--- config.mk ---
export PLATFORM = sky130hd
export DESIGN_NAME = sha1_message_digest
export DESIGN_NICKNAME = d
export VERILOG_FILES = /design/src/rtl/sha1md_pkg.sv /design/src/rtl/sha1md_round.sv /design/src/rtl/sha1_message_digest.sv
export SDC_FILE = /design/constraint.sdc
export NUM_CORES = 2
export LEC_CHECK = 0
export ABC_AREA = 1
export BUFFER_PORTS_ARGS = -buffer_cell sky130_fd_sc_hd__buf_2
export CORE_ASPECT_RATIO = 1.5
export CORE_MARGIN = 2
export CORE_UTILIZATION = 34
export DETAILED_ROUTE_END_ITERATION = 12
export PLACE_DENSITY = 0.58
export SLEW_MARGIN = 15
export SYNTH_ARGS = -nofsm -noshare
export SYNTH_HDL_FRONTEND = slang
export SYNTH_SLANG_ARGS = --single-unit
--- constraint.sdc ---
create_clock -name clk_i -period 15.68 [get_ports clk_i]
set_input_delay 0 -clock clk_i [delete_from_list [all_inputs] [get_ports clk_i]]
set_output_delay 0 -clock clk_i [all_outputs]
set_load 0.1 [all_outputs]
--- src/rtl/sha1md_pkg.sv ---
// shared types and constants for the sha-1 digest block
package sha1md_pkg;

  typedef logic [31:0] word_t;

  typedef struct packed {
    word_t a;
    word_t b;
    word_t c;
    word_t d;
    word_t e;
  } work_t;

  typedef enum logic [2:0] {
    ST_IDLE,
    ST_PAD,
    ST_ROUND,
    ST_FOLD,
    ST_EMIT
  } state_e;

  localparam int unsigned NumWords  = 5;
  localparam int unsigned WinWords  = 16;
  localparam int unsigned CntW      = 61;
  localparam int unsigned RoundW    = 7;
  localparam int unsigned IdxW      = 3;

  localparam logic [RoundW-1:0] LastRound = RoundW'(79);
  localparam logic [RoundW-1:0] Phase1    = RoundW'(20);
  localparam logic [RoundW-1:0] Phase2    = RoundW'(40);
  localparam logic [RoundW-1:0] Phase3    = RoundW'(60);
  localparam logic [IdxW-1:0]   LastIdx   = IdxW'(4);

  localparam logic [5:0] LastFill = 6'd63;
  localparam logic [7:0] PadByte  = 8'h80;

  localparam word_t K0 = 32'h5A827999;
  localparam word_t K1 = 32'h6ED9EBA1;
  localparam word_t K2 = 32'h8F1BBCDC;
  localparam word_t K3 = 32'hCA62C1D6;

  localparam word_t H0Init = 32'h67452301;
  localparam word_t H1Init = 32'hEFCDAB89;
  localparam word_t H2Init = 32'h98BADCFE;
  localparam word_t H3Init = 32'h10325476;
  localparam word_t H4Init = 32'hC3D2E1F0;

endpackage

--- src/rtl/sha1md_round.sv ---
// one sha-1 round and one message schedule step
module sha1md_round (
  input  logic [sha1md_pkg::RoundW-1:0] round_i,
  input  sha1md_pkg::work_t             work_i,
  input  sha1md_pkg::word_t             w0_i,
  input  sha1md_pkg::word_t             w2_i,
  input  sha1md_pkg::word_t             w8_i,
  input  sha1md_pkg::word_t             w13_i,
  output sha1md_pkg::work_t             work_o,
  output sha1md_pkg::word_t             wnew_o
);

  sha1md_pkg::word_t f;
  sha1md_pkg::word_t k;
  sha1md_pkg::word_t t;
  sha1md_pkg::word_t x;

  always_comb begin
    if (round_i < sha1md_pkg::Phase1) begin
      f = (work_i.b & work_i.c) | (~work_i.b & work_i.d);
      k = sha1md_pkg::K0;
    end else if (round_i < sha1md_pkg::Phase2) begin
      f = work_i.b ^ work_i.c ^ work_i.d;
      k = sha1md_pkg::K1;
    end else if (round_i < sha1md_pkg::Phase3) begin
      f = (work_i.b & work_i.c) | (work_i.b & work_i.d) | (work_i.c & work_i.d);
      k = sha1md_pkg::K2;
    end else begin
      f = work_i.b ^ work_i.c ^ work_i.d;
      k = sha1md_pkg::K3;
    end
  end

  assign t = {work_i.a[26:0], work_i.a[31:27]} + f + work_i.e + k + w0_i;

  assign work_o.a = t;
  assign work_o.b = work_i.a;
  assign work_o.c = {work_i.b[1:0], work_i.b[31:2]};
  assign work_o.d = work_i.c;
  assign work_o.e = work_i.d;

  assign x      = w13_i ^ w8_i ^ w2_i ^ w0_i;
  assign wnew_o = {x[30:0], x[31]};

endmodule

--- src/rtl/sha1_message_digest.sv ---
// sha-1 digest of a byte stream, top level
//
//  channel  direction  handshake                 payload
//  input    in         start_i, busy_o           msg_byte_i, has_byte_i, last_i
//  result   out        digest_valid_o (strobe)   digest_word_o, word_index_o, last_word_o
//
// a message byte is shifted into the block window; the 64th byte of a block starts
// the rounds on the single round unit and then a fold into the chain words, and no
// new byte is taken until they are done. a last transaction feeds 0x80, zero fill
// and the length through the same byte path (one or two final blocks), then drives
// the five digest words on consecutive cycles.
// reset clears the sequencer and byte count and loads the initial chain words; no clearing pass.
// results cannot be stalled; busy_o stays high until the last digest word.
module sha1_message_digest (
  input  logic                          clk_i,
  input  logic                          rst_ni,
  input  logic                          start_i,
  output logic                          busy_o,
  input  logic [7:0]                    msg_byte_i,
  input  logic                          has_byte_i,
  input  logic                          last_i,
  output logic                          digest_valid_o,
  output logic [31:0]                   digest_word_o,
  output logic [sha1md_pkg::IdxW-1:0]   word_index_o,
  output logic                          last_word_o
);

  sha1md_pkg::state_e state_q, state_d;

  logic [5:0]                      fill_q;
  logic [sha1md_pkg::CntW-1:0]     cnt_q;
  logic [sha1md_pkg::RoundW-1:0]   round_q;
  logic [sha1md_pkg::IdxW-1:0]     idx_q;
  logic                            pad_q;
  logic                            first_q;
  logic                            wrap_q;
  logic                            final_q;

  sha1md_pkg::word_t win_q   [sha1md_pkg::WinWords];
  sha1md_pkg::word_t chain_q [sha1md_pkg::NumWords];
  sha1md_pkg::work_t work_q;
  sha1md_pkg::work_t work_nxt;
  sha1md_pkg::word_t wnew;
  sha1md_pkg::work_t chain_work;

  logic        accept;
  logic        shift_en;
  logic        blk_full;
  logic        len_phase;
  logic [63:0] bit_len;
  logic [7:0]  len_byte;
  logic [7:0]  pad_byte;
  logic [7:0]  in_byte;

  assign accept    = start_i && (state_q == sha1md_pkg::ST_IDLE);
  assign shift_en  = (accept && has_byte_i) || (state_q == sha1md_pkg::ST_PAD);
  assign blk_full  = shift_en && (fill_q == sha1md_pkg::LastFill);
  assign len_phase = !first_q && !wrap_q && (fill_q[5:3] == 3'b111);
  assign bit_len   = {cnt_q, 3'b000};
  assign len_byte  = 8'(bit_len >> {~fill_q[2:0], 3'b000});
  assign pad_byte  = first_q ? sha1md_pkg::PadByte : (len_phase ? len_byte : 8'h00);
  assign in_byte   = (state_q == sha1md_pkg::ST_PAD) ? pad_byte : msg_byte_i;

  assign chain_work = '{a: chain_q[0], b: chain_q[1], c: chain_q[2],
                        d: chain_q[3], e: chain_q[4]};

  sha1md_round u_round (
    .round_i (round_q),
    .work_i  (work_q),
    .w0_i    (win_q[0]),
    .w2_i    (win_q[2]),
    .w8_i    (win_q[8]),
    .w13_i   (win_q[13]),
    .work_o  (work_nxt),
    .wnew_o  (wnew)
  );

  // next state
  always_comb begin
    state_d = state_q;
    case (state_q)
      sha1md_pkg::ST_IDLE: begin
        if (accept) begin
          if (blk_full) begin
            state_d = sha1md_pkg::ST_ROUND;
          end else if (last_i) begin
            state_d = sha1md_pkg::ST_PAD;
          end
        end
      end
      sha1md_pkg::ST_PAD: begin
        if (blk_full) begin
          state_d = sha1md_pkg::ST_ROUND;
        end
      end
      sha1md_pkg::ST_ROUND: begin
        if (round_q == sha1md_pkg::LastRound) begin
          state_d = sha1md_pkg::ST_FOLD;
        end
      end
      sha1md_pkg::ST_FOLD: begin
        if (final_q) begin
          state_d = sha1md_pkg::ST_EMIT;
        end else if (pad_q) begin
          state_d = sha1md_pkg::ST_PAD;
        end else begin
          state_d = sha1md_pkg::ST_IDLE;
        end
      end
      sha1md_pkg::ST_EMIT: begin
        if (idx_q == sha1md_pkg::LastIdx) begin
          state_d = sha1md_pkg::ST_IDLE;
        end
      end
      default: state_d = sha1md_pkg::ST_IDLE;
    endcase
  end

  // outputs
  always_comb begin
    busy_o         = (state_q != sha1md_pkg::ST_IDLE);
    digest_valid_o = (state_q == sha1md_pkg::ST_EMIT);
    word_index_o   = idx_q;
    last_word_o    = digest_valid_o && (idx_q == sha1md_pkg::LastIdx);
    case (idx_q)
      3'd0:    digest_word_o = chain_q[0];
      3'd1:    digest_word_o = chain_q[1];
      3'd2:    digest_word_o = chain_q[2];
      3'd3:    digest_word_o = chain_q[3];
      default: digest_word_o = chain_q[4];
    endcase
  end

  // control and chain state
  always_ff @(posedge clk_i or negedge rst_ni) begin
    if (!rst_ni) begin
      state_q    <= sha1md_pkg::ST_IDLE;
      fill_q     <= '0;
      cnt_q      <= '0;
      round_q    <= '0;
      idx_q      <= '0;
      pad_q      <= 1'b0;
      first_q    <= 1'b0;
      wrap_q     <= 1'b0;
      final_q    <= 1'b0;
      chain_q[0] <= sha1md_pkg::H0Init;
      chain_q[1] <= sha1md_pkg::H1Init;
      chain_q[2] <= sha1md_pkg::H2Init;
      chain_q[3] <= sha1md_pkg::H3Init;
      chain_q[4] <= sha1md_pkg::H4Init;
    end else begin
      state_q <= state_d;
      if (shift_en) begin
        fill_q <= fill_q + 6'd1;
      end
      if (blk_full) begin
        round_q <= '0;
      end
      case (state_q)
        sha1md_pkg::ST_IDLE: begin
          if (accept) begin
            pad_q   <= last_i;
            first_q <= last_i;
            wrap_q  <= 1'b0;
            final_q <= 1'b0;
            if (has_byte_i) begin
              cnt_q <= cnt_q + sha1md_pkg::CntW'(1);
            end
          end
        end
        sha1md_pkg::ST_PAD: begin
          first_q <= 1'b0;
          if (first_q) begin
            wrap_q <= (fill_q[5:3] == 3'b111);
          end
          if (blk_full && len_phase) begin
            final_q <= 1'b1;
          end
        end
        sha1md_pkg::ST_ROUND: begin
          round_q <= round_q + sha1md_pkg::RoundW'(1);
        end
        sha1md_pkg::ST_FOLD: begin
          wrap_q     <= 1'b0;
          idx_q      <= '0;
          chain_q[0] <= chain_q[0] + work_q.a;
          chain_q[1] <= chain_q[1] + work_q.b;
          chain_q[2] <= chain_q[2] + work_q.c;
          chain_q[3] <= chain_q[3] + work_q.d;
          chain_q[4] <= chain_q[4] + work_q.e;
        end
        sha1md_pkg::ST_EMIT: begin
          idx_q <= idx_q + sha1md_pkg::IdxW'(1);
          if (idx_q == sha1md_pkg::LastIdx) begin
            pad_q      <= 1'b0;
            final_q    <= 1'b0;
            cnt_q      <= '0;
            chain_q[0] <= sha1md_pkg::H0Init;
            chain_q[1] <= sha1md_pkg::H1Init;
            chain_q[2] <= sha1md_pkg::H2Init;
            chain_q[3] <= sha1md_pkg::H3Init;
            chain_q[4] <= sha1md_pkg::H4Init;
          end
        end
        default: ;
      endcase
    end
  end

  // byte buffer doubling as schedule window, and working words
  always_ff @(posedge clk_i) begin
    if (shift_en) begin
      for (int i = 0; i < sha1md_pkg::WinWords - 1; i++) begin
        win_q[i] <= {win_q[i][23:0], win_q[i+1][31:24]};
      end
      win_q[sha1md_pkg::WinWords-1] <= {win_q[sha1md_pkg::WinWords-1][23:0], in_byte};
    end else if (state_q == sha1md_pkg::ST_ROUND) begin
      for (int i = 0; i < sha1md_pkg::WinWords - 1; i++) begin
        win_q[i] <= win_q[i+1];
      end
      win_q[sha1md_pkg::WinWords-1] <= wnew;
    end
    if (blk_full) begin
      work_q <= chain_work;
    end else if (state_q == sha1md_pkg::ST_ROUND) begin
      work_q <= work_nxt;
    end
  end

  assert property (@(posedge clk_i) disable iff (!rst_ni)
    digest_valid_o |-> busy_o)
    else $error("digest strobe while not busy");

  assert property (@(posedge clk_i) disable iff (!rst_ni)
    last_word_o |-> (digest_valid_o && (word_index_o == sha1md_pkg::LastIdx)))
    else $error("last word flag without fifth digest word");

  assert property (@(posedge clk_i) disable iff (!rst_ni)
    last_word_o |=> !busy_o)
    else $error("block stays busy after final digest word");

  assert property (@(posedge clk_i) disable iff (!rst_ni)
    (start_i && !busy_o && last_i) |=> busy_o)
    else $error("closing transaction did not start padding");

endmodule

==> impl_metrics.csv <==
group,metric,value,unit
place,io_buffers,50,
hold_path,hp-start,"msg_byte_i[5]",
synth,synth.distinct_cells,49,
floorplanning,num_io_pins,51,
sta,final.min_clock_period,5.48,ns
power,power.leakage,29.8,nW
sta,setup_viol,0,
sta,rsz0062_at_grt,"false",
cts,clk_latency,0.75,ns
sta,worstMarginPinSlew,1.29,ns
cts,cts_setup_buffers,0,
synth,ys_warn_count,0,
global_route,grt_max_degree,222,
power,power.density_cell_area,254,nW/um2
final_layout,post-route-util,0.378,
sta,tns,0,ns
route,drt-initial-drc-count,4120,
global_route,overflow,0,
synth,ys.flop_type,"edfxtp_1",
critical_path,path_buf_inv,6,
route,firstDrtPassIters,9,
critical_path,worstPathArrival,5.99,ns
synth,ys_seq_elements,916,
global_route,grt_util_all_layers,0.259,
cts,clkSinkCount,916,
synth,synth_edf_count,672,
critical_path,end_kind,"flop",
sta,hold_viol_final,0,
floorplanning,die_width,343,um
critical_path,cp_cell_sequence,"o21ai_0 > nand2_2 > nand2_1 > buf_4 > nand2_1 > buf_4 > inv_1 > a221oi_1 > fa_1 > inv_1 > ha_1 > inv_1 > fa_1 > inv_1 > nand2_1 > nand3_1 > nand2_1 > nand2_1 > nand3_1 > nand3_1 > nand2_1 > nand3_1 > nand2_1",
global_route,antenna_found_initial,6,
final_layout,synthToLayoutAreaGrowth,10.4,%
floorplanning,die_h,513,um
sta,max_slew_margin,0.142,
synth,syn_inst,7466,
hold_path,worstHoldPathType,"input pin to flop",
critical_path,cp-startpoint,"round_q[4]$_DFFE_PN0P_",
final_layout,num-nets-final,7772,
cts,cts_max_level,3,
route,vias_per_cell,5.15,
synth,syn_nets,7805,
critical_path,crit_type,"flop to flop",
floorplanning,core-area,171000,um2
critical_path,required,16.19,ns
global_route,grt_pass1_vias,50581,
sta,finalCritPeriodShare,0.349,
synth,syn_area,58600,um2
power,ir_drop,148,uV
job,cap_violations,0,
final_layout,drive_above_1_share,0.0483,
cts,cts_buffers,98,
critical_path,worst_path_max_delay_cell,"inv_1",
power,p_total,16.5,mW
place,hpwl,177000,um
critical_path,startpoint_type,"flop",
critical_path,r2r_slack,10.20,ns
sta,clock-skew-final,0.0354,ns
floorplanning,dieArea,176000,um2
synth,async_flop_share,0.266,
outcome,status,"finished clean",
cts,clockRootBuffer,"clkbuf_16",
global_route,grt_pass1_wl,333000,um
cts,clk_pin_slew,0.07,ns
critical_path,cpPeakStageDelay,0.66,ns
critical_path,crit-reg2reg-launch,"round_q[4]$_DFFE_PN0P_",
floorplanning,num_rows,186,
place,place_congestion,1.02,
route,post-route-drc-count,0,
route,wl_per_cell,23.4,um
synth,syn_avg_cell_area,7.86,um2
sta,max_clock_freq,182,MHz
synth,yosysSeqAreaShare,0.450,
route,routed_wl,229000,um
cts,cts_tree,"built",
route,ant_nets,0,
route,vias,50400,
floorplanning,start_util,0.342,
critical_path,crit_family,"simple AND/OR/NAND/NOR gates",
critical_path,crit_path_max_fanout,21,
critical_path,crit_path_frequent_cell,"nand2_1",
sta,slew_violations,0,
final_layout,fill_cells,18013,
cts,cts.path.max_buffers,3,
## sequential cells by signal, summed over array words and instances, names as in the netlist
| signal | flops |
|---|---|
| pad_q | 1 |
| state_q | 3 |
| word_index_o | 3 |
| chain_q | 160 |
| work_q | 160 |
| cnt_q | 61 |
| first_q | 1 |
| final_q | 1 |
| win_q | 512 |
| round_q | 7 |
| wrap_q | 1 |
| fill_q | 6 |
## metal layers
metal  up-vias  GRT usage  wire (um)
li1      24211          -          -
met1     24311      0.269      81000
met2      1362      0.465     117000
met3       516     0.0300       9050
met4         0      0.211      21900
met5         -          0          0
## report_power, final
part           internal [mW]  switching (mW)  total (mW)
clock network           1.42            1.09        2.51
logic                   2.74            6.20        8.94
registers               4.22           0.779        5.00
## Yosys cell counts, drive strengths merged, types with 5 or more instances
| cell type | instances | area share |
|---|---|---|
| o21bai | 39 | 0.0050 |
| o211ai | 17 | 0.0022 |
| nand3b | 27 | 0.0035 |
| inv | 1107 | 0.071 |
| nor3 | 77 | 0.0067 |
| nor2 | 460 | 0.030 |
| xor2 | 65 | 0.0097 |
| nand4 | 87 | 0.0093 |
| ha | 209 | 0.045 |
| o21a | 9 | 0.0012 |
| xnor2 | 106 | 0.016 |
| fa | 117 | 0.040 |
| and2 | 16 | 0.0017 |
| a221oi | 17 | 0.0025 |
| clkbuf | 163 | 0.010 |
| o22ai | 110 | 0.012 |
| or2 | 10 | 0.0011 |
| o21ai | 729 | 0.062 |
| o221ai | 5 | 0.00075 |
| edfxtp | 672 | 0.34 |
| a21oi | 262 | 0.022 |
| nand2 | 2485 | 0.16 |
| nand3 | 292 | 0.025 |
| nor4 | 5 | 0.00053 |
| dfstp | 80 | 0.036 |
| and3 | 7 | 0.00075 |
| buf | 76 | 0.0064 |
| a211oi | 29 | 0.0037 |
| a21boi | 5 | 0.00064 |
| dfrtp | 164 | 0.070 |
## stage by stage
stage | area (um2) | hold slack (ns) | instances | setup slack [ns]
after CTS | 64700 | 0.0901 | 9772 | 10.24
after global routing | 64700 | 0.0783 | 9775 | 9.77
after global placement | 61100 | 0.0723 | 9574 | 10.28
final | 64700 | 0.0466 | 9777 | 10.20
after floorplan | 58600 | -0.296 | 7466 | 2.06
after detailed placement | 61100 | 0.0741 | 9574 | 10.25
## area by class of cell
type | instances | area [um2] | area share
Clock inverter | 59 | 714 | 0.0110
Tap cell | 2256 | 2820 | 0.0436
Multi-Input combinational cell | 5202 | 27200 | 0.420
Sequential cell | 916 | 26400 | 0.408
Timing Repair Buffer | 106 | 773 | 0.0119
Antenna cell | 5 | 12.5 | 0.000193
Clock buffer | 124 | 2670 | 0.0413
Inverter | 1109 | 4170 | 0.0645
## worst min-delay path, stage by stage
cell and delay, ns:
buf_2 0.11, o21ai_0 0.28, a21oi_1 0.25
## kinds of logic (layout without fill, tap and decap cells)
kind of cell             count (synthesis)  in the layout  share of synthesized area
XOR/XNOR                               171            171                     0.0255
adder cells (fa/ha/maj)                326            326                     0.0845
buffers and inverters                 1348           1398                     0.0878
AND/OR/NAND/NOR                       3466           3466                      0.238
AO/OA/AOI/OAI                         1239           1239                      0.115
flip-flops                             916            916                      0.450
other                                    0              5                          0
## cells in the final DEF (no fill, tap or decap), types with 10 or more instances in the layout
cell type,count
nand2_1,2476
inv_1,1099
o21ai_0,719
edfxtp_1,672
nor2_1,457
nand3_1,291
a21oi_1,262
ha_1,209
dfrtp_1,164
fa_1,117
o22ai_1,110
xnor2_1,106
clkbuf_16,100
nand4_1,87
dfstp_2,80
nor3_1,74
xor2_1,65
buf_2,49
o21bai_1,39
buf_4,38
a211oi_1,29
nand3b_1,27
clkinv_2,19
a221oi_1,17
o211ai_1,17
and2_1,16
clkbuf_1,16
dlygate4sd3_1,14
clkinv_1,13
bufinv_16,12
or2_2,10
## repair_timing
action | in CTS | in global routing
hold endpoints to repair | 115 | 0
hold buffers | 15 | 0
gates resized for setup | 0 | 0
## path summary, 6_finish.rpt
path,to,cells past startpoint
worst max-delay path,work_q[155]$_DFFE_PP_,23
worst min-delay path,win_q[1][229]$_DFFE_PP_,3
worst max register to register,work_q[155]$_DFFE_PP_,23
worst min register to register,fill_q[5]$_DFFE_PN0N_,1
max in group asynchronous,chain_q[117]$_DFFE_PN0P_,5
min in group asynchronous,chain_q[59]$_DFFE_PN0P_,3
Note: power is estimated with default switching activity, not from simulation.
